[config.mk]
export PLATFORM = sky130hd
export DESIGN_NAME = ffba_ram
export DESIGN_NICKNAME = d
export VERILOG_FILES = /design/src/sv/first_fit_block_allocator_macros.svh /design/src/sv/ffba_ram.sv
export SDC_FILE = /design/constraint.sdc
export NUM_CORES = 2
export LEC_CHECK = 0
export BUFFER_PORTS_ARGS = -buffer_cell sky130_fd_sc_hd__buf_2
export CAP_MARGIN = 25
export CORE_ASPECT_RATIO = 0.5
export CORE_MARGIN = 2
export CORE_UTILIZATION = 50
export DETAILED_ROUTE_END_ITERATION = 16
export PLACE_DENSITY = 0.65
export SYNTH_ARGS = -nofsm -noshare
export SYNTH_HDL_FRONTEND = slang
export SYNTH_MEMORY_MAX_BITS = 65536
export SYNTH_SLANG_ARGS = --single-unit
[constraint.sdc]
create_clock -name i_clk -period 9.8 [get_ports i_clk]
set_input_delay 0.98 -clock i_clk [delete_from_list [all_inputs] [get_ports i_clk]]
set_output_delay 0.98 -clock i_clk [all_outputs]
set_load 0.01 [all_outputs]
[src/sv/first_fit_block_allocator_macros.svh]
// ----------------------------------------------------------------------------
// first_fit_block_allocator_macros
// assertion helpers shared by the allocator rtl
// ----------------------------------------------------------------------------
`ifndef FIRST_FIT_BLOCK_ALLOCATOR_MACROS_SVH
`define FIRST_FIT_BLOCK_ALLOCATOR_MACROS_SVH

// condition holds at every edge out of reset
`define FFBA_CHECK(lbl, cond, msg) \
    lbl: assert property (@(posedge i_clk) disable iff (!i_rst_n) (cond)) else $error(msg);

// consequent holds in the cycle after the antecedent
`define FFBA_IMPLY(lbl, ante, cons, msg) \
    lbl: assert property (@(posedge i_clk) disable iff (!i_rst_n) (ante) |=> (cons)) \
        else $error(msg);

`endif

[src/sv/ffba_ram.sv]
// ----------------------------------------------------------------------------
// ffba_ram
// simple dual-port ram, one write and one registered read port
// ----------------------------------------------------------------------------
`default_nettype none

module ffba_ram #(
    parameter int WIDTH = 72,
    parameter int DEPTH = 64
) (
    input  wire logic                     i_clk,
    input  wire logic                     i_we,
    input  wire logic [$clog2(DEPTH)-1:0] i_waddr,
    input  wire logic [WIDTH-1:0]         i_wdata,
    input  wire logic [$clog2(DEPTH)-1:0] i_raddr,
    output logic      [WIDTH-1:0]         o_rdata
);

    logic [WIDTH-1:0] r_mem [DEPTH];

    always_ff @(posedge i_clk) begin
        if (i_we) begin
            r_mem[i_waddr] <= i_wdata;
        end
        o_rdata <= r_mem[i_raddr];
    end

endmodule

`default_nettype wire

---- Word level (Yosys, flattened, before mapping) ----
Memory sizes are Yosys's and may differ from the RTL's. A register that Yosys moved wholly into a read port is not among the register bits.
Cells that the tools add are included.
word-level totals
  bits in registers ....................... 0
  logic and storage cells ................. 3
  bits of input ports ..................... 86
  memories ................................ 1
  memory bits (writable) .................. 4608
  output and inout port bits .............. 72
memory list
  name   depth  bits a word  read ports  clocked after Yosys merged registers in  wr ports  RTL line        text
  r_mem  64     72           1           1                                        1         ffba_ram.sv:19  logic [WIDTH-1:0] r_mem [DEPTH];
operators by class
  multiplexer cells ....................... 2
operators with widths
  cell              count
  1-bit 2-to-1 mux  2

---- Longest topological paths before layout ----
  word-level depth ........................ 2
  depth in mapped cells ................... 8

---- Least setup slack after synthesis ----
OpenSTA, ideal clock, no wires.
  path type ............................... input port to flip-flop
  start point ............................. input i_waddr[3]
  end point ............................... memory r_mem[48][0], enable pin
  path buffers ............................ 1
  stages on the path ...................... 4
  data required time ...................... 9210 ps
  slack ................................... 2821 ps
  data arrival time ....................... 6388 ps
  setup time .............................. 590 ps
  cell sequence ........................... clkbuf_1 > nor2b_1 > nand4b_1 > nor3_1
RTL lines
  element      RTL line        text
  from (decl)  ffba_ram.sv:13  input wire logic [$clog2(DEPTH)-1:0] i_waddr,
  to (decl)    ffba_ram.sv:19
No word-level cell before the write port.

---- Worst setup path after layout ----
  start point ............................. input i_waddr[5]
  end point ............................... memory r_mem[44][53], enable pin
No word-level cell before the write port.

==> impl_metrics.py <==
metrics = {
    "outcome": {
        "status": "complete, no violations",
    },
    "clocking": {
        "cts_tree": "yes",
        "cts_resized": 0,
        "clk_latency_ns": 1.00,
        "clock_path_buffers": 4,
        "cts_buffers": 403,
        "root_buffer": "clkbuf_16",
        "htreeDepth": 5,
        "hold_buffers": 0,
        "clkSlewWorstSetupHoldPaths_ns": 0.07,
        "postCtsSetupBuffers": 0,
        "clock_sinks": 4680,
    },
    "sta": {
        "rsz0062_at_grt": "false",
        "setup_viol": 0,
        "timing.final.crit_share_pct": 38.7,
        "hold_violations": 0,
        "fin_skew_ns": 0.0663,
        "tns_ns": 0,
        "max_freq_ghz": 0.264,
        "slew_headroom_pct": 18.0,
        "fin_crit_ns": 3.79,
        "tightest_slew_ns": 1.23,
        "maxSlewViolCount": 0,
    },
    "floorplanning": {
        "die_area_sq_mm": 0.355,
        "rows": 153,
        "initial_core_util_pct": 50.3,
        "io_pins": 158,
        "die_w_um": 841,
        "die_h_um": 423,
        "core-area_sq_mm": 0.348,
    },
    "grt": {
        "grt_pass1_vias": 83478,
        "grtUsageMet2_pct": 42.1,
        "grt_use_met1_pct": 42.6,
        "grt_max_degree": 117,
        "grt_busiest_layer": "met1",
        "grt_use_total_pct": 28.1,
        "grt-ovfl-total": 0,
        "antenna_found_initial": 56,
        "grt_pass1_wl_um": 686000,
        "use_met3_pct": 5.35,
    },
    "placed_design": {
        "dp.cells": 11905,
        "dp_hpwl_um": 252000,
        "place_congestion": 0.776,
        "io_buffer_count": 157,
    },
    "detailed_routing": {
        "vias": 86985,
        "dr.pass1.iters": 6,
        "routed_wl_um": 506000,
        "route.detailed.drc": 0,
        "routed_via_density": 6.86,
        "ant_nets": 0,
        "wire_per_inst_um": 39.9,
        "drtIter0Drc": 15411,
    },
    "pwr": {
        "leakagePower_nw": 60.4,
        "power_per_cell_area_mw_per_mm2": 205,
        "peakVddDrop_uv": 158,
    },
    "synth": {
        "syn_area_per_cell_sq_um": 24.0,
        "seq_area_frac_synth_pct": 79.8,
        "syn_inst": 7305,
        "synth-seq-cells": 4680,
        "synthDistinctLibCells": 27,
        "syn_nets": 7391,
        "yosys_warnings": 0,
        "syn_area_sq_mm": 0.175,
    },
    "layout": {
        "syn_to_final_growth_pct": 12.0,
        "layout.cells.non_filler": 12688,
        "fin_nets": 7774,
        "drive_gt1_share_pct": 27.5,
        "fillCellCount": 24875,
        "final_util_pct": 56.3,
    },
    "worst_setup_path": {
        "arrival_ns": 4.37,
        "cp_max_fo": 34,
        "critPathRequiredTime_ns": 10.38,
        "start_kind": "input pin",
        "cp-end-kind": "flop",
        "crit_type": "input pin to flop",
    },
    "job": {
        "max_cap_viol_count": 0,
    },
    "hold_path": {
        "hold_class": "input pin to flop",
    },
}
path summary, 6_finish.rpt:
kind | startpoint | to | slack (ns) | cells after the start
hold reg to reg | r_mem[6][9] | o_rdata[9] | 0.79 | 4
hold / removal | i_wdata[43] | r_mem[22][43] | 0.24 | 1
setup reg to reg | r_mem[47][10] | o_rdata[10] | 7.95 | 4
setup / recovery | i_waddr[5] | r_mem[44][53] | 6.01 | 5
metrics by stage:
stage | setup WS [ns] | area (sq um) | hold slack, ns | total power [mW]
after floorplan | 2.82 | 175000 | 0.780 | 23.7
after global placement | 5.05 | 183000 | 0.804 | 24.5
after detailed placement | 5.10 | 183000 | 0.810 | 24.5
after CTS | 6.11 | 196000 | 0.659 | 40.2
after global routing | 5.98 | 196000 | 0.210 | 41.1
final | 6.01 | 196000 | 0.241 | 40.1
critical path, cell delays in order:
cell and delay, ns:
buf_2 0.25, nand3b_1 0.64, nor2_4 0.81, buf_4 0.89
buf_4 0.66
routing by layer:
layer,wire [um],vias up
met4,16300,8
met3,61700,820
met2,232000,6190
met1,196000,47430
li1,-,32537
met5,120,-
state kept, by name (all words and copies together), names as in the netlist:
name	flops
o_rdata	72
r_mem	4608
power breakdown:
group	internal, mW	switching, mW
registers	22.2	0.0911
clock network	8.79	7.23
logic	0.690	1.18
total	31.6	8.50
logic make-up after synthesis:
family	share of synthesized area, %
and+or+nand+nor	0.882
DFF	79.8
buffers and inverters	1.16
AOI/OAI and AO/OA	2.74
muxes	15.4
cell usage in the layout, fill, tap and decap left out, drive strengths merged:
master    Yosys  final
nand3       128    128
buf         275    396
or3b          4      4
or3           3      3
mux4       1152   1152
edfxtp     4608   4608
mux2i       108    108
diode         0     22
o22ai       144    144
or2           2      2
inv           0      7
nand2         8      8
o221ai       54     54
nand4         2      2
nand3b       26     26
a22oi       288    288
nand2b        9      9
o211a        72     72
dfxtp        72     72
nor3          2      2
a211oi       72     72
bufinv        0     34
nand4b        1      1
clkinvlp      0     18
and2          3      3
clkinv        0    142
nor2b         9      9
nor2        120    120
clkbuf      143    532
cell type report:
cell class	count	area [sq um]	share of cell area [%]
Sequential cell	4680	140000	71.3
Multi-Input combinational cell	2207	34000	17.3
Clock buffer	532	11000	5.59
Tap cell	4650	5820	2.97
Timing Repair Buffer	396	3580	1.83
Clock inverter	201	1990	1.02
Antenna cell	22	55.1	0.0281
Yosys cell counts (all sizes together):
master  count  share of area [%]
or2         2             0.0071
o22ai     144               0.51
dfxtp      72               0.82
a211oi     72               0.31
and2        3              0.011
nand3     128               0.37
nand4       2             0.0071
nor2      120               0.26
clkbuf    143               0.31
nor2b       9              0.032
nand2       8              0.017
or3         3              0.011
or3b        4              0.020
o221ai     54               0.27
nand2b      9              0.032
buf       275               0.85
a22oi     288                1.2
nor3        2             0.0057
mux4     1152                 15
nand4b      1             0.0050
mux2i     108               0.62
o211a      72               0.41
edfxtp   4608                 79
nand3b     26               0.11
Power figures use the tool's default switching activity.
